### config.mk
export PLATFORM = sky130hd
export DESIGN_NAME = qpms_mul
export DESIGN_NICKNAME = d
export VERILOG_FILES = /design/src/qpms_pkg.sv /design/src/qpms_mul.sv
export SDC_FILE = /design/constraint.sdc
export NUM_CORES = 2
export LEC_CHECK = 0
export BUFFER_PORTS_ARGS = -buffer_cell sky130_fd_sc_hd__buf_2
export CORE_MARGIN = 3
export CORE_UTILIZATION = 40
export DETAILED_ROUTE_END_ITERATION = 8
export MAX_ROUTING_LAYER = met4
export PLACE_DENSITY = 0.58
export SETUP_SLACK_MARGIN = 0.3
export SLEW_MARGIN = 40
export SYNTH_ARGS = -nofsm -noshare
export SYNTH_HDL_FRONTEND = slang
export SYNTH_SLANG_ARGS = --single-unit
### constraint.sdc
create_clock -name clk -period 6.7 [get_ports clk]
set_input_delay 0.335 -clock clk [delete_from_list [all_inputs] [get_ports clk]]
set_output_delay 0.335 -clock clk [all_outputs]
set_load 0.01 [all_outputs]
### src/qpms_pkg.sv
// Package for the quadrotor point-mass step block.
// Holds item types, fixed-point widths, the CORDIC angle table and rounding helpers.
// No dependencies.
`default_nettype none
package qpms_pkg;

  localparam int TRIG_ANGLE_BITS = 16;
  localparam int STATE_WIDTH = 32;

  localparam logic [15:0] ANGLE_MASK =
    (TRIG_ANGLE_BITS >= 16) ? 16'hFFFF : 16'(16'hFFFF << (16 - TRIG_ANGLE_BITS));

  localparam int MUL_A_W = (STATE_WIDTH > 32) ? STATE_WIDTH : 32;
  localparam int MUL_B_W = 26;
  localparam int MUL_P_W = MUL_A_W + MUL_B_W;
  localparam int WIDE_W = MUL_P_W + 2;

  localparam int CFG_GRAVITY = 0;
  localparam int CFG_TIME_STEP = 1;
  localparam int CFG_ACCEL = 2;
  localparam int CFG_START_X = 3;
  localparam int CFG_START_Y = 4;
  localparam int CFG_START_Z = 5;

  typedef struct packed {
    logic signed [15:0] throttle;
    logic [15:0] roll_angle;
    logic [15:0] pitch_angle;
    logic [15:0] yaw_angle;
    logic restart;
  } in_item_t;

  typedef struct packed {
    logic signed [31:0] pos_x;
    logic signed [31:0] pos_y;
    logic signed [31:0] pos_z;
    logic signed [31:0] vel_x;
    logic signed [31:0] vel_y;
    logic signed [31:0] vel_z;
    logic on_ground;
  } out_item_t;

  typedef struct packed {
    logic done;
    logic signed [15:0] sin_val;
    logic signed [15:0] cos_val;
  } trig_res_t;

  function automatic logic [13:0] atan_at(input logic [3:0] i);
    logic [13:0] r;
    case (i)
      4'd0: r = 14'd8192;
      4'd1: r = 14'd4836;
      4'd2: r = 14'd2555;
      4'd3: r = 14'd1297;
      4'd4: r = 14'd651;
      4'd5: r = 14'd326;
      4'd6: r = 14'd163;
      4'd7: r = 14'd81;
      4'd8: r = 14'd41;
      4'd9: r = 14'd20;
      4'd10: r = 14'd10;
      4'd11: r = 14'd5;
      4'd12: r = 14'd3;
      4'd13: r = 14'd1;
      4'd14: r = 14'd1;
      default: r = 14'd0;
    endcase
    return r;
  endfunction

  function automatic logic signed [WIDE_W-1:0] rnd_shift(
    input logic signed [WIDE_W-1:0] v, input int n);
    logic signed [WIDE_W-1:0] h;
    h = WIDE_W'(1) <<< (n - 1);
    return (v + h) >>> n;
  endfunction

  function automatic logic signed [WIDE_W-1:0] sat_w(
    input logic signed [WIDE_W-1:0] v, input int w);
    logic signed [WIDE_W-1:0] hi;
    logic signed [WIDE_W-1:0] lo;
    hi = (WIDE_W'(1) <<< (w - 1)) - WIDE_W'(1);
    lo = -hi - WIDE_W'(1);
    if (v > hi) begin
      return hi;
    end else if (v < lo) begin
      return lo;
    end
    return v;
  endfunction

endpackage
`default_nettype wire

### src/qpms_mul.sv
// Shared signed multiplier with registered product.
// Depends on qpms_pkg for operand widths.
`default_nettype none
module qpms_mul (
  input wire logic clk,
  input wire logic signed [qpms_pkg::MUL_A_W-1:0] a,
  input wire logic signed [qpms_pkg::MUL_B_W-1:0] b,
  output logic signed [qpms_pkg::MUL_P_W-1:0] p
);

  always_ff @(posedge clk) begin
    p <= qpms_pkg::MUL_P_W'(a) * qpms_pkg::MUL_P_W'(b);
  end

endmodule
`default_nettype wire

==> implementation parameters <==
Parameter                              Value

Outcome
  Run status    complete, but fails checks
  Violations in the final reports    negative setup slack

Synth
  Synthesized-area fraction occupied by ao, oa, aoi and oai cells    0.0377
  Most instantiated flip-flop cell in the synthesis netlist    sky130_fd_sc_hd__dfxtp_1
  Total of warnings raised by yosys    0
  Number of library cell types mapped by synthesis    70
  Share of synthesized area spent on multiplexers    0
  Library cell with the highest instance count after synthesis    sky130_fd_sc_hd__fa_1
  Syn_nets    4326
  Post-synth top cells    854 x sky130_fd_sc_hd__fa_1, 824 x sky130_fd_sc_hd__inv_1, 498 x sky130_fd_sc_hd__nand2_1
  Average size of a mapped cell    9.33 um2
  Portion of the post-synthesis area used by sequential elements    0.0382
  Share of Yosys cell area claimed by the top area cell type    0.563
  Top cells by area in the synthesized netlist    sky130_fd_sc_hd__fa_1 56%, sky130_fd_sc_hd__inv_1 10%, sky130_fd_sc_hd__and2_1 7.1%
  Flip-flop and latch count after synthesis    58
  Main combinational cell family by area after synthesis    adder cells
  Adder-cell area share of the yosys netlist    0.628
  Parity-gate share of the synthesized area counting xor and xnor cells    0.0170
  Number of standard cells after synthesis    3255
  Cell accounting for the most synthesized area    sky130_fd_sc_hd__fa_1
  Simple-gate share of the synthesized area    0.155
  Ys async rst share    0
  Number of synthesized flops with an enable pin    0
  Total standard cell area after synthesis    0.0304 mm2

Min path
  Path category of the worst min-delay check    in -> reg

Layout
  Area of combinational cells with multiple inputs    0.0266 mm2
  Total number of nets in the final design    4759
  Area of all sequential standard cells    0.00116 mm2
  Flip-flop count of the largest register, all copies and words added    58
  Filler instances    7004
  Biggest registers after layout    p: 58 flops
  Register with the most flip-flops    p
  Synth-to-Final Area Change    24.5%
  Fraction of final layout cells sized beyond drive strength 1    0.229

Worst setup path
  Worst endpoint data arrival time    7.07 ns
  Most frequent CP cell    sky130_fd_sc_hd__fa_1
  Largest fanout on the critical path    8
  Setup crit end kind    register
  Cell type group with the largest total delay on the critical path    adder cells
  Sum of buffers and inverters on the critical path    9
  Worst Setup Start Kind    primary input
  Data required time at the worst endpoint    6.99 ns
  Critical path's largest stage delay    0.55 ns
  Crit path kind    in -> reg
  Critical path's slowest cell    sky130_fd_sc_hd__fa_1

Global route
  Initial antenna violation count    2
  Number of global-route vias before repair    24900
  First-pass GRT wire length    135000 um
  Fraction of met3 tracks used by global routing    0.0308
  Layer with the highest usage    met2
  GR Util met1    0.276
  Met2 routing resource usage after global routing    0.395
  Overall Global Routing Usage    0.229
  Residual overflow from global routing    0
  Largest net degree at the start of global routing    24

STA
  Final-layout setup total negative slack    -0.140 ns
  Final period demand of the worst path    6.78 ns
  Actual slew at the worst max-slew pin    0.501 ns
  Endpoints failing setup    4
  Fin. Hold Viols    0
  Fraction of the cycle the final worst path needs    1.01
  Max transition margin    0.666
  Max Freq    148 MHz
  RSZ-0062 raised after global routing    true
  Worst Setup Slack, final    -0.0778 ns
  Number of pins with negative max-slew slack in the final report    0

Placement
  Placed wire-length estimate after detailed placement    71400 um
  Number of buffers added on ports    116
  RD Place Congestion    0.887

Clock network
  Reg clk slew, reported paths    0.07 ns
  H-tree depth reported by CTS    3
  CTS tree    done
  Hold-fix buffer count after cts    0
  Buffer cell driving the clock tree root    sky130_fd_sc_hd__clkbuf_16
  Total clock sinks    58
  Clock buffer depth    2
  TritonCTS buffer count    9

Routing
  Final antenna-violating net count    0
  Number of detailed-route iterations in the first pass    5
  Total vias in the final route    22500
  WL final    84000 um
  Vias/cell    4.83
  DRC    0
  Detail-routed net length per standard cell    18.0 um
  Initial drt markers    1122

Floorplanning
  Area of the die    0.0793 mm2
  Horizontal die dimension    282 um
  Row Count    100
  Initial standard-cell utilization of the core    0.406
  Top Ports    117
  Die extent in y    282 um
  Floorplan Core Area    0.0748 mm2

Flow run
  Max-capacitance violation count    0
[layout make-up]
class | count | area share
multi-input combinational | 2216 | 0.704
timing repair buffer | 578 | 0.142
inverter | 825 | 0.0821
tap | 969 | 0.0321
sequential | 58 | 0.0307
clock buffer | 10 | 0.00606
clock inverter | 6 | 0.00278
antenna | 2 | 0.000132
[per-stage QoR]
step	util	area (um2)	hold WS [ns]	setup slack, ns	cells
finish	0.505	37800	0.615	-0.0778	4664
global route	0.505	37800	0.620	-0.276	4664
CTS	0.490	36700	0.594	-0.108	4637
detailed placement	0.472	35300	0.728	-0.844	4597
global placement	0.472	35300	0.729	-0.714	4597
floorplan	-	30900	0.457	0.0699	3255
[layer usage]
layer	up-vias	wire, um
met5	-	0
met4	0	3050
met3	99	3830
met2	470	43400
met1	11800	33700
li1	10200	-
[what timing repair did]
item                                    4_1_cts  5_1_grt
pin swaps                                    53       85
resized for setup                           208      219
setup buffers                                22       19
endpoints found under the setup margin       28       29
gates cloned                                  2        6
[cell families (layout without fill, tap and decap cells)]
| logic type | count (synthesis) | count (layout) |
|---|---|---|
| and+or+nand+nor | 971 | 971 |
| other | 0 | 2 |
| DFF | 58 | 58 |
| buffers and inverters | 981 | 1419 |
| adders and majority gates | 1012 | 1012 |
| xor gates and xnor gates | 59 | 59 |
| AOI/OAI and AO/OA | 174 | 174 |
[layout by cell type (no fill, tap or decap), types with 5 or more instances in the layout]
cell type,count
sky130_fd_sc_hd__and2_4,26
sky130_fd_sc_hd__o21ai_2,11
sky130_fd_sc_hd__nand2b_1,12
sky130_fd_sc_hd__inv_1,793
sky130_fd_sc_hd__fa_2,41
sky130_fd_sc_hd__dfxtp_1,58
sky130_fd_sc_hd__a21o_1,15
sky130_fd_sc_hd__xnor2_1,39
sky130_fd_sc_hd__o21bai_1,10
sky130_fd_sc_hd__buf_4,368
sky130_fd_sc_hd__clkbuf_16,15
sky130_fd_sc_hd__nand3_1,12
sky130_fd_sc_hd__nand2_1,467
sky130_fd_sc_hd__nand4_1,7
sky130_fd_sc_hd__ha_1,126
sky130_fd_sc_hd__buf_6,64
sky130_fd_sc_hd__inv_2,29
sky130_fd_sc_hd__o21ai_0,17
sky130_fd_sc_hd__buf_12,55
sky130_fd_sc_hd__buf_2,66
sky130_fd_sc_hd__xor2_1,18
sky130_fd_sc_hd__nor3_1,6
sky130_fd_sc_hd__buf_8,15
sky130_fd_sc_hd__nor2b_1,5
sky130_fd_sc_hd__ha_4,28
sky130_fd_sc_hd__o21ai_1,6
sky130_fd_sc_hd__nand2_2,23
sky130_fd_sc_hd__a21oi_2,16
sky130_fd_sc_hd__a21oi_1,42
sky130_fd_sc_hd__nor2_1,47
sky130_fd_sc_hd__fa_1,813
sky130_fd_sc_hd__and2_1,320
sky130_fd_sc_hd__nand2_4,8
[final timing paths]
check | startpoint | to | slack (ns) | depth (start not counted)
hold / removal | a[0] | p[0] | 0.62 | 4
setup / recovery | b[2] | p[50] | -0.08 | 27
Power is not shown: default switching activity piles up to over one toggle a cycle in this logic, so the estimate is an artifact.
