[config.mk]
export PLATFORM = sky130hd
export DESIGN_NAME = qpms_cordic
export DESIGN_NICKNAME = d
export VERILOG_FILES = /design/src/qpms_pkg.sv /design/src/qpms_cordic.sv
export SDC_FILE = /design/constraint.sdc
export NUM_CORES = 1
export LEC_CHECK = 0
export ABC_CLOCK_PERIOD_IN_PS = 13750
export BUFFER_PORTS_ARGS = -buffer_cell sky130_fd_sc_hd__buf_2
export CORE_MARGIN = 5
export CORE_UTILIZATION = 40
export CTS_BUF_LIST = sky130_fd_sc_hd__clkbuf_8
export DETAILED_ROUTE_END_ITERATION = 8
export GPL_TIMING_DRIVEN = 1
export SLEW_MARGIN = 25
export SYNTH_ARGS = -nofsm -noshare
export SYNTH_HDL_FRONTEND = slang
export SYNTH_SLANG_ARGS = --single-unit
[constraint.sdc]
create_clock -name clk -period 13.75 [get_ports clk]
set_input_delay 2.75 -clock clk [delete_from_list [all_inputs] [get_ports clk]]
set_output_delay 2.75 -clock clk [all_outputs]
set_load 0.02 [all_outputs]
[src/qpms_pkg.sv]
// Package for the quadrotor point-mass step block.
// Holds item types, fixed-point widths, the CORDIC angle table and rounding helpers.
// No dependencies.
`default_nettype none
package qpms_pkg;

  localparam int TRIG_ANGLE_BITS = 16;
  localparam int STATE_WIDTH = 32;

  localparam logic [15:0] ANGLE_MASK =
    (TRIG_ANGLE_BITS >= 16) ? 16'hFFFF : 16'(16'hFFFF << (16 - TRIG_ANGLE_BITS));

  localparam int MUL_A_W = (STATE_WIDTH > 32) ? STATE_WIDTH : 32;
  localparam int MUL_B_W = 26;
  localparam int MUL_P_W = MUL_A_W + MUL_B_W;
  localparam int WIDE_W = MUL_P_W + 2;

  localparam int CFG_GRAVITY = 0;
  localparam int CFG_TIME_STEP = 1;
  localparam int CFG_ACCEL = 2;
  localparam int CFG_START_X = 3;
  localparam int CFG_START_Y = 4;
  localparam int CFG_START_Z = 5;

  typedef struct packed {
    logic signed [15:0] throttle;
    logic [15:0] roll_angle;
    logic [15:0] pitch_angle;
    logic [15:0] yaw_angle;
    logic restart;
  } in_item_t;

  typedef struct packed {
    logic signed [31:0] pos_x;
    logic signed [31:0] pos_y;
    logic signed [31:0] pos_z;
    logic signed [31:0] vel_x;
    logic signed [31:0] vel_y;
    logic signed [31:0] vel_z;
    logic on_ground;
  } out_item_t;

  typedef struct packed {
    logic done;
    logic signed [15:0] sin_val;
    logic signed [15:0] cos_val;
  } trig_res_t;

  function automatic logic [13:0] atan_at(input logic [3:0] i);
    logic [13:0] r;
    case (i)
      4'd0: r = 14'd8192;
      4'd1: r = 14'd4836;
      4'd2: r = 14'd2555;
      4'd3: r = 14'd1297;
      4'd4: r = 14'd651;
      4'd5: r = 14'd326;
      4'd6: r = 14'd163;
      4'd7: r = 14'd81;
      4'd8: r = 14'd41;
      4'd9: r = 14'd20;
      4'd10: r = 14'd10;
      4'd11: r = 14'd5;
      4'd12: r = 14'd3;
      4'd13: r = 14'd1;
      4'd14: r = 14'd1;
      default: r = 14'd0;
    endcase
    return r;
  endfunction

  function automatic logic signed [WIDE_W-1:0] rnd_shift(
    input logic signed [WIDE_W-1:0] v, input int n);
    logic signed [WIDE_W-1:0] h;
    h = WIDE_W'(1) <<< (n - 1);
    return (v + h) >>> n;
  endfunction

  function automatic logic signed [WIDE_W-1:0] sat_w(
    input logic signed [WIDE_W-1:0] v, input int w);
    logic signed [WIDE_W-1:0] hi;
    logic signed [WIDE_W-1:0] lo;
    hi = (WIDE_W'(1) <<< (w - 1)) - WIDE_W'(1);
    lo = -hi - WIDE_W'(1);
    if (v > hi) begin
      return hi;
    end else if (v < lo) begin
      return lo;
    end
    return v;
  endfunction

endpackage
`default_nettype wire

[src/qpms_cordic.sv]
// Iterative CORDIC giving Q1.14 sine and cosine of a 16-bit turn angle, one step a cycle.
// Depends on qpms_pkg for the angle table and result type.
`default_nettype none
module qpms_cordic (
  input wire logic clk,
  input wire logic rst,
  input wire logic start,
  input wire logic [15:0] angle,
  output qpms_pkg::trig_res_t res
);

  logic signed [27:0] x;
  logic signed [27:0] y;
  logic signed [17:0] z;
  logic [3:0] iter;
  logic [1:0] quad;
  logic busy;
  logic done;

  logic [15:0] ang_m;
  logic [15:0] ang_q;
  logic [1:0] quad_next;
  logic signed [27:0] dx;
  logic signed [27:0] dy;
  logic signed [17:0] at;
  logic signed [27:0] xr;
  logic signed [27:0] yr;
  logic signed [15:0] cs;
  logic signed [15:0] sn;

  always_comb begin
    ang_m = angle & qpms_pkg::ANGLE_MASK;
    ang_q = ang_m + 16'd8192;
    quad_next = ang_q[15:14];
    dx = y >>> iter;
    dy = x >>> iter;
    at = 18'(qpms_pkg::atan_at(iter));
    xr = (x + 28'sd512) >>> 10;
    yr = (y + 28'sd512) >>> 10;
    if (xr > 28'sd16384) begin
      cs = 16'sd16384;
    end else if (xr < -28'sd16384) begin
      cs = -16'sd16384;
    end else begin
      cs = 16'(xr);
    end
    if (yr > 28'sd16384) begin
      sn = 16'sd16384;
    end else if (yr < -28'sd16384) begin
      sn = -16'sd16384;
    end else begin
      sn = 16'(yr);
    end
    res.done = done;
    case (quad)
      2'd0: begin
        res.cos_val = cs;
        res.sin_val = sn;
      end
      2'd1: begin
        res.cos_val = -sn;
        res.sin_val = cs;
      end
      2'd2: begin
        res.cos_val = -cs;
        res.sin_val = -sn;
      end
      default: begin
        res.cos_val = sn;
        res.sin_val = -cs;
      end
    endcase
  end

  always_ff @(posedge clk) begin
    if (rst) begin
      busy <= 1'b0;
      done <= 1'b0;
      iter <= '0;
    end else begin
      done <= 1'b0;
      if (start) begin
        busy <= 1'b1;
        iter <= '0;
        quad <= quad_next;
        x <= 28'sd10187910;
        y <= '0;
        z <= 18'(signed'(ang_m - {quad_next, 14'd0}));
      end else if (busy) begin
        if (z >= 0) begin
          x <= x - dx;
          y <= y + dy;
          z <= z - at;
        end else begin
          x <= x + dx;
          y <= y - dy;
          z <= z + at;
        end
        iter <= iter + 4'd1;
        if (iter == 4'd15) begin
          busy <= 1'b0;
          done <= 1'b1;
        end
      end
    end
  end

endmodule
`default_nettype wire

==> results of run 1 <==
power by group:
group	switching [mW]	internal (mW)
sequential	0.170	0.416
clock	0.124	0.0700
combinational	1.02	0.755
total	1.31	1.24
cells in the final DEF, fill, tap and decap left out, types with 12 or more instances in the layout:
cell type	n
a21boi_0	13
o21a_1	17
xor2_1	88
a21oi_1	108
o22ai_1	12
a21o_1	33
nand2b_1	25
nand4_1	14
dfxtp_1	16
o31ai_1	25
and2_1	18
inv_1	49
nand3_1	50
edfxtp_1	76
ha_1	92
nor2_1	170
xnor2_1	81
mux2i_1	44
a31oi_1	19
nor3_1	36
a211oi_1	20
mux2_2	32
or3_1	15
nor2b_1	13
mux4_2	55
buf_2	51
o21ai_0	114
buf_4	12
and3_1	21
or2_2	15
nand2_1	192
worst paths after layout:
path | cells past startpoint | slack (ns) | to | start
worst max-delay path | 17 | 5.31 | res[30] | y[10]
worst min-delay path | 2 | 0.63 | done | busy
worst max register to register | 19 | 6.71 | y[24] | iter[1]
worst min register to register | 2 | 0.63 | done | busy
kinds of logic after synthesis:
family	count (synthesis)	share of synthesized area, %
and+or+nand+nor	626	20.9
muxes	144	15.7
DFF	96	18.5
adders and majority gates	95	8.34
AOI/OAI and AO/OA	467	21.0
xor gates and xnor gates	169	10.2
buffers and inverters	182	5.38
per-layer routing:
metal	up-vias	wire length (um)
li1	6467	-
met1	6228	18500
met2	344	20600
met3	79	1820
met4	2	1780
met5	-	13
Yosys cell counts, drive strengths merged, types with 49 or more instances:
| cell type | instances |
|---|---|
| nand3 | 53 |
| o21ai | 121 |
| nand2 | 192 |
| xor2 | 88 |
| mux4 | 60 |
| inv | 49 |
| ha | 92 |
| edfxtp | 76 |
| xnor2 | 81 |
| a21oi | 109 |
| nor2 | 172 |
| buf | 49 |
| clkbuf | 81 |
worst reg2reg max path: stages, from the launching register on:
cell,delay (ns)
dfxtp_4,0.56
buf_4,0.73
mux4_2,0.64
mux2i_1,0.40
nor2_1,0.08
a21oi_1,0.19
ha_1,0.26
nand2_1,0.06
o21ai_0,0.16
fa_1,0.48
a21o_1,0.18
a21o_1,0.21
a2111oi_0,0.73
nor3b_1,0.19
o41a_1,0.42
a221oi_1,0.47
o21ai_0,0.24
a41oi_1,0.44
a211oi_1,0.14
a31o_2,0.24
layout make-up:
cell class	count	area (sq um)
Multi-Input combinational cell	1501	11100
Timing Repair Buffer	63	345
Inverter	52	195
Tap cell	461	577
Clock buffer	9	124
Clock inverter	7	66.3
Fill cell	3654	20700
Sequential cell	96	2690
registers in the layout, indices dropped and copies added, names as in the netlist:
name,cells
done,1
quad,2
iter,4
y,28
z,18
x,28
busy,1
at,14
metrics by stage:
stage                     total power [mW]  std cells  area, sq um
after detailed placement              2.34       2173        14900
after global placement                2.33       2173        14900
final                                 2.56       2189        15100
after CTS                             2.55       2189        15100
after global routing                  2.79       2189        15100
after floorplan                       1.92       1779        14500
==> impl_metrics.tcl, run 1 <==
set metrics [dict create \
    end_kind "output pin" \
    grt_pass1_vias 12598 \
    yosys_warnings 0 \
    ioPinCount 52 \
    netlist_instances 1779 \
    slew_headroom_pct 40.2 \
    critical_path.top_delay_family "simple AND/OR/NAND/NOR gates" \
    hp-class "flip-flop to flip-flop" \
    clock_latency_ns 0.41 \
    cts_tree "done" \
    ir_drop_v 0.0000584 \
    post_cts_buffers 0 \
    required_ns 11.00 \
    tns_ns 0 \
    postCtsResizedCells 0 \
    synth_ff_type "edfxtp_1" \
    critPathArrivalTime_ns 5.69 \
    drcViolationCount 0 \
    grt_pass1_wl_mm 67.9 \
    synth_top_area_share_pct 15.7 \
    cts_hold_buf 0 \
    setup_slack_ns 5.31 \
    clk_pin_slew_worst_paths_ns 0.11 \
    grt_use_total_pct 20.5 \
    tightest_slew_ns 0.897 \
    grt_use_met3_pct 1.81 \
    cts_buffers 9 \
    detailedPlace.worstSlack_ns 5.81 \
    leakage_nw 5.72 \
    clock_skew_ns 0.0171 \
    syn_nets 1893 \
    cts_max_level 3 \
    drive_gt1_share_pct 12.6 \
    antenna_cells 0 \
    power.density_mw_per_mm2 170 \
    syn-cell-area_sq_mm 0.0145 \
    path_class "flip-flop to output pin" \
    yosysTopAreaCell "edfxtp_1" \
    cts_buffer_depth 2 \
    first_pass_iters 6 \
    gp_congestion 0.922 \
    rsz0062_at_grt "no" \
    synth.avg_cell_area_sq_um 8.17 \
    yosysSeqAreaShare_pct 18.5 \
    num_rows 69 \
    clock_sinks 96 \
    nNetsFinal 1837 \
    grt-busiest-layer "met2" \
    synth-seq-cells 96 \
    area_growth_pct 3.72 \
    max_freq_mhz 118 \
    use_met1_pct 26.3 \
    drt_iter0_drc 781 \
    path_buf_inv 2 \
    vias 13120 \
    hold_violations 0 \
    final_util_pct 42.2 \
    fin_crit_ns 8.44 \
    die_width_um 201 \
    netlist_top_cells_area "edfxtp_1, mux4_2, ha_1" \
    core_area_sq_mm 0.0357 \
    avgRoutedWirePerCell_um 19.5 \
    status "complete, no violations" \
    critPathMaxStageDelay_ns 0.64 \
    crit_path_top_delay_cell "edfxtp_1" \
    grt_util_met2_pct 35.2 \
    maxCapViolCount 0 \
    totalWireLength_mm 42.7 \
    min_period_over_period_pct 61.4 \
    numPortBuffers 51 \
    dieArea_sq_mm 0.0402 \
    synth-edff-count 76 \
    postRouteAntennaNets 0 \
    hold_slack_ns 0.629 \
    async_reset_ff_share_pct 0 \
    yosys.cell_types.count 104 \
    cts_root_buf "clkbuf_8" \
    hpwl_mm 32.4 \
    grt_start_max_net_pins 72 \
    antenna_found_initial 1 \
    cp_cell_sequence "ha_1 -> and4_1 -> nand3_1 -> mux2i_1 -> a41o_1 -> o2111a_1 -> o2bb2ai_1 -> nand2b_1 -> and2_1 -> inv_1 -> ha_1 -> nand3_1 -> nor4_2 -> a21oi_1 -> mux4_2 -> a211o_1 -> buf_2" \
    routed_via_density 5.99 \
    finalSetupViolations 0 \
    start_kind "flip-flop" \
    overflow 0 \
    die_h_um 201 \
    slew_violations 0 \
    path_max_fanout 19 \
    start_util_pct 40.7 \
]
Note: power is estimated with default switching activity, not from simulation.
==> run 2: changes to the inputs <==
--- a/config.mk
+++ b/config.mk
@@ -5,7 +5,7 @@
 export SDC_FILE = /design/constraint.sdc
 export NUM_CORES = 1
 export LEC_CHECK = 0
-export ABC_CLOCK_PERIOD_IN_PS = 13750
+export ABC_CLOCK_PERIOD_IN_PS = 8100
 export BUFFER_PORTS_ARGS = -buffer_cell sky130_fd_sc_hd__buf_2
 export CORE_MARGIN = 5
 export CORE_UTILIZATION = 40
==> constraint.sdc (replaced) <==
create_clock -name clk -period 8.1 [get_ports clk]
set_input_delay 1.62 -clock clk [delete_from_list [all_inputs] [get_ports clk]]
set_output_delay 1.62 -clock clk [all_outputs]
set_load 0.02 [all_outputs]
==> run 2 against run 1 <==
  * Routed wire length decreased by 1.9%
  * Final area increased by 0.28%
  * Non-clock buffer count increased by 4
  * Register-to-register slack got worse by 5.1 ns
  * Sequential power increased by 67%
  * Clock power increased by 79%
  * Global-route usage decreased by 0.17 points
  * Clock skew increased by 0.0065 ns
  * Clock-buffer cell count unchanged
  * Flip-flop and latch count unchanged
  * First-iteration DRC count increased by 5.4%
  * Die area unchanged
==> impl_metrics.tcl, run 2 (synthesis results as in run 1) <==
set metrics [dict create \
    cts_tree "done" \
    grt_use_total_pct 20.3 \
    num_rows 69 \
    gp_congestion 0.893 \
    cts_buffers 9 \
    power.density_mw_per_mm2 287 \
    drt_iter0_drc 823 \
    nNetsFinal 1841 \
    fin_crit_ns 7.31 \
    multi_input_area_sq_mm 0.0111 \
    clock_sinks 96 \
    cts_hold_buf 0 \
    status "complete, no violations" \
    routed_via_density 6.04 \
    hp-class "flip-flop to flip-flop" \
    antenna_cells 0 \
    required_ns 6.48 \
    fill_cells 3651 \
    p_total_mw 4.34 \
    avgRoutedWirePerCell_um 19.1 \
    maxCapViolCount 0 \
    grt_pass1_vias 12728 \
    core_area_sq_mm 0.0357 \
    tightest_slew_ns 0.983 \
    place_area_sq_mm 0.0149 \
    stdcell_count 2193 \
    critical_path.top_delay_family "simple AND/OR/NAND/NOR gates" \
    grt_start_max_net_pins 76 \
    start_util_pct 40.7 \
    vias 13250 \
    die_width_um 201 \
    first_pass_iters 5 \
    setup_slack_ns 0.790 \
    hold_violations 0 \
    final_cell_mix "nand2_1, nor2_1, o21ai_0, a21oi_1, ha_1" \
    path_buf_inv 2 \
    overflow 0 \
    leakage_nw 5.74 \
    path_max_fanout 19 \
    totalWireLength_mm 41.9 \
    clock_latency_ns 0.42 \
    register_area_sq_mm 0.00269 \
    ioPinCount 52 \
    cts_root_buf "clkbuf_8" \
    critPathMaxStageDelay_ns 0.63 \
    max_freq_mhz 137 \
    dpl.cell_count 2177 \
    start_kind "flip-flop" \
    drcViolationCount 0 \
    die_h_um 201 \
    cts_max_level 3 \
    end_kind "output pin" \
    numPortBuffers 51 \
    grt_pass1_wl_mm 68.2 \
    ir_drop_v 0.000123 \
    finalSetupViolations 0 \
    antenna_found_initial 0 \
    path_class "flip-flop to output pin" \
    slew_violations 0 \
    post_cts_buffers 0 \
    hold_slack_ns 0.643 \
    cts_buffer_depth 2 \
    postCtsResizedCells 0 \
    min_period_over_period_pct 90.3 \
    area_growth_pct 4.01 \
    cp_cell_sequence "ha_1 -> and4_1 -> nand3_1 -> mux2i_1 -> a41o_1 -> o2111a_1 -> o2bb2ai_1 -> nand2b_1 -> and2_1 -> inv_1 -> ha_1 -> nand3_1 -> nor4_2 -> a21oi_1 -> mux4_2 -> a211o_1 -> buf_2" \
    clk_pin_slew_worst_paths_ns 0.12 \
    drive_gt1_share_pct 12.9 \
    detailedPlace.worstSlack_ns 1.31 \
    stdcell_area_sq_mm 0.0151 \
    reg.largest.list "x: 28 flops, y: 28 flops, z: 18 flops" \
    tns_ns 0 \
    clock_skew_ns 0.0236 \
    layout_commonest_cell "nand2_1" \
    crit_path_top_delay_cell "edfxtp_1" \
    hpwl_mm 31.2 \
    final_util_pct 42.3 \
    rsz0062_at_grt "no" \
    postRouteAntennaNets 0 \
    dieArea_sq_mm 0.0402 \
    slew_headroom_pct 34.5 \
    critPathArrivalTime_ns 5.69 \
]
-- run 2: changes by cell type in the layout (fill, tap and decap cells not counted) --
cell | before | now
buf_4 | 12 | 15
buf_6 | 0 | 1
clkinv_1 | 2 | 3
clkinv_2 | 0 | 1
clkinv_4 | 2 | 1
inv_1 | 49 | 48
inv_2 | 2 | 1
inv_6 | 2 | 1
inv_8 | 1 | 3
nor2_1 | 170 | 169
nor2_2 | 1 | 2
-- run 2: layer usage --
metal	GRT usage, %	up-vias	share of wire, %
met2	35.2	364	49
met3	1.91	75	4.2
met5	0	-	0
met4	7.45	0	3.6
li1	-	6472	-
met1	26.5	6339	44
-- run 2: path summary, 6_finish.rpt --
| kind | start | to | slack (ns) | cells past startpoint |
|---|---|---|---|---|
| setup / recovery | y[10] | res[30] | 0.79 | 17 |
| hold / removal | busy | iter[1] | 0.64 | 2 |
| setup reg to reg | iter[1] | y[24] | 1.57 | 16 |
| hold reg to reg | busy | iter[1] | 0.64 | 2 |
-- run 2: cell type report --
class	instances	area share, %
Inverter	52	1.29
Sequential cell	96	17.8
Timing Repair Buffer	67	2.51
Tap cell	461	3.82
Clock buffer	9	0.820
Multi-Input combinational cell	1501	73.3
Clock inverter	7	0.480
-- run 2: power by group --
group          leakage [nW]  internal, mW  total (mW)  switching (mW)
sequential            0.893         0.705       0.981           0.276
clock                 0.102         0.122       0.347           0.225
combinational          4.75          1.29        3.01            1.73
total                  5.74          2.11        4.34            2.23
-- run 2: tightest hold or removal path, stage by stage, from the launching register on --
cell	delay, ns
dfxtp_1	0.38
mux2i_1	0.16
nor2_1	0.08
==> run 3: changes to the inputs <==
--- a/config.mk
+++ b/config.mk
@@ -7,11 +7,14 @@
 export LEC_CHECK = 0
 export ABC_CLOCK_PERIOD_IN_PS = 8100
 export BUFFER_PORTS_ARGS = -buffer_cell sky130_fd_sc_hd__buf_2
+export CELL_PAD_IN_SITES_DETAIL_PLACEMENT = 1
+export CELL_PAD_IN_SITES_GLOBAL_PLACEMENT = 2
 export CORE_MARGIN = 5
 export CORE_UTILIZATION = 40
 export CTS_BUF_LIST = sky130_fd_sc_hd__clkbuf_8
 export DETAILED_ROUTE_END_ITERATION = 8
 export GPL_TIMING_DRIVEN = 1
+export PLACE_DENSITY_LB_ADDON = 0.1
 export SLEW_MARGIN = 25
 export SYNTH_ARGS = -nofsm -noshare
 export SYNTH_HDL_FRONTEND = slang
==> constraint.sdc (replaced) <==
create_clock -name clk -period 8.1 [get_ports clk]
set_input_delay 2.025 -clock clk [delete_from_list [all_inputs] [get_ports clk]]
set_output_delay 2.025 -clock clk [all_outputs]
set_load 0.02 [all_outputs]
==> run 3 against run 2 <==
  * Global-route usage is 3.7 points higher
  * Combinational power is 4% higher
  * Sequential power is 0.9% higher
  * Core utilization is 0.23 points higher
  * Clock skew is 0.00097 ns higher
  * Hold slack better by 0.057 ns
  * Register-to-register slack worse by 0.24 ns
  * Critical path depth is 1 higher
  * Critical endpoint unchanged
  * Largest cell class unchanged
==> impl_metrics.tcl, run 3 (synthesis results as in run 1) <==
set metrics [dict create \
    fin_crit_ns 7.47 \
    overflow 0 \
    postCtsResizedCells 0 \
    max_freq_mhz 134 \
    post_cts_buffers 0 \
    cts_buffer_depth 2 \
    cts_tree "done" \
    stdcell_count 2199 \
    drt_iter0_drc 660 \
    hold_end "iter[1]" \
    setup_slack_ns 0.634 \
    leakage_nw 5.79 \
    clock_latency_ns 0.44 \
    num_rows 69 \
    rr_worst_depth 18 \
    grt_use_total_pct 24.0 \
    final_cell_mix "nand2_1, nor2_1, o21ai_0, a21oi_1, ha_1" \
    avgRoutedWirePerCell_um 22.4 \
    grt_pass1_wl_mm 78.2 \
    p_total_mw 4.53 \
    finalSetupViolations 0 \
    detailedPlace.worstSlack_ns 1.19 \
    drive_gt1_share_pct 13.2 \
    r2r_slack_ns 1.33 \
    dpl.cell_count 2183 \
    slew_violations 0 \
    vias 13500 \
    clock_sinks 96 \
    r2r_start "iter[1]" \
    totalWireLength_mm 49.3 \
    end_kind "output pin" \
    startpoint "y[10]" \
    start_util_pct 40.7 \
    cts_buffers 9 \
    cts_root_buf "clkbuf_8" \
    tns_ns 0 \
    grt_start_max_net_pins 67 \
    gp_congestion 0.866 \
    status "complete, no violations" \
    layout_commonest_cell "nand2_1" \
    hold_depth 2 \
    core_area_sq_mm 0.0357 \
    hold_slack_ns 0.699 \
    drcViolationCount 0 \
    numPortBuffers 51 \
    routed_via_density 6.14 \
    die_h_um 201 \
    antenna_cells 0 \
    required_ns 6.08 \
    reg.largest.list "x: 28 flops, y: 28 flops, z: 18 flops" \
    ir_drop_v 0.000103 \
    antenna_found_initial 1 \
    die_width_um 201 \
    rr_endpoint "y[24]" \
    hpwl_mm 37.9 \
    slew_headroom_pct 34.2 \
    path_class "flip-flop to output pin" \
    clk_pin_slew_worst_paths_ns 0.13 \
    area_growth_pct 4.57 \
    clock_skew_ns 0.0246 \
    nNetsFinal 1847 \
    postRouteAntennaNets 0 \
    hold_path_startpoint "busy" \
    hp-class "flip-flop to flip-flop" \
    min_period_over_period_pct 92.2 \
    path_max_fanout 19 \
    ioPinCount 52 \
    hold_violations 0 \
    fill_cells 4370 \
    dieArea_sq_mm 0.0402 \
    power.density_mw_per_mm2 298 \
    rsz0062_at_grt "no" \
    cts_hold_buf 0 \
    maxCapViolCount 0 \
    critPathArrivalTime_ns 5.44 \
    start_kind "flip-flop" \
    first_pass_iters 5 \
    tightest_slew_ns 0.962 \
    grt_pass1_vias 13996 \
    cts_max_level 3 \
]
run 3: worst max-delay path: stages (launching register included):
cell and delay, ns:
edfxtp_1 0.62, ha_1 0.37, and4_1 0.39, and3_1 0.36
nand3_1 0.13, xnor2_1 0.19, nand2_1 0.11, o2bb2ai_1 0.11
nand2b_1 0.16, buf_4 0.21, and2_1 0.18, inv_1 0.06
ha_1 0.42, nand3_1 0.31, nor4_2 0.38, a21oi_1 0.13
mux4_2 0.48, a211o_1 0.23, buf_2 0.16
run 3: metal layers:
metal / up-vias / part of all wire (%) / global-route usage (%)
met5: - / 0 / 0
met4: 0 / 2.8 / 8.16
met3: 66 / 3.1 / 2.29
met2: 234 / 49 / 42.2
met1: 6729 / 45 / 30.9
li1: 6471 / - / -
run 3: cell type report:
cell class / count / area [sq um] / share of cell area, %
clock inverter: 7 / 109 / 0.716
inverter: 52 / 195 / 1.28
timing repair buffer: 73 / 420 / 2.77
multi-input combinational: 1501 / 11100 / 72.9
sequential: 96 / 2690 / 17.7
clock buffer: 9 / 124 / 0.815
tap: 461 / 577 / 3.80
run 3: through the flow:
stage	util, %	area (sq um)
finish	42.5	15200
global route	42.5	15200
CTS	42.5	15200
detailed placement	41.9	15000
global placement	41.9	15000
floorplan	-	14500
run 3: worst max-delay path by stage:
| stage | to | slack, ns | cells after the start |
|---|---|---|---|
| after global placement | res[30] | 1.34 | 18 |
| after CTS | res[30] | 0.67 | 18 |
| after detailed placement | res[14] | 1.19 | 18 |
| final | res[30] | 0.63 | 18 |
| after floorplan | res[10] | 2.03 | 21 |
| after global routing | res[30] | 0.28 | 18 |
run 3: report_power, final:
| part | switching (mW) | total (mW) | internal, mW |
|---|---|---|---|
| sequential | 0.284 | 0.990 | 0.705 |
| combinational | 1.85 | 3.14 | 1.30 |
| clock | 0.220 | 0.401 | 0.181 |
| total | 2.35 | 4.53 | 2.18 |
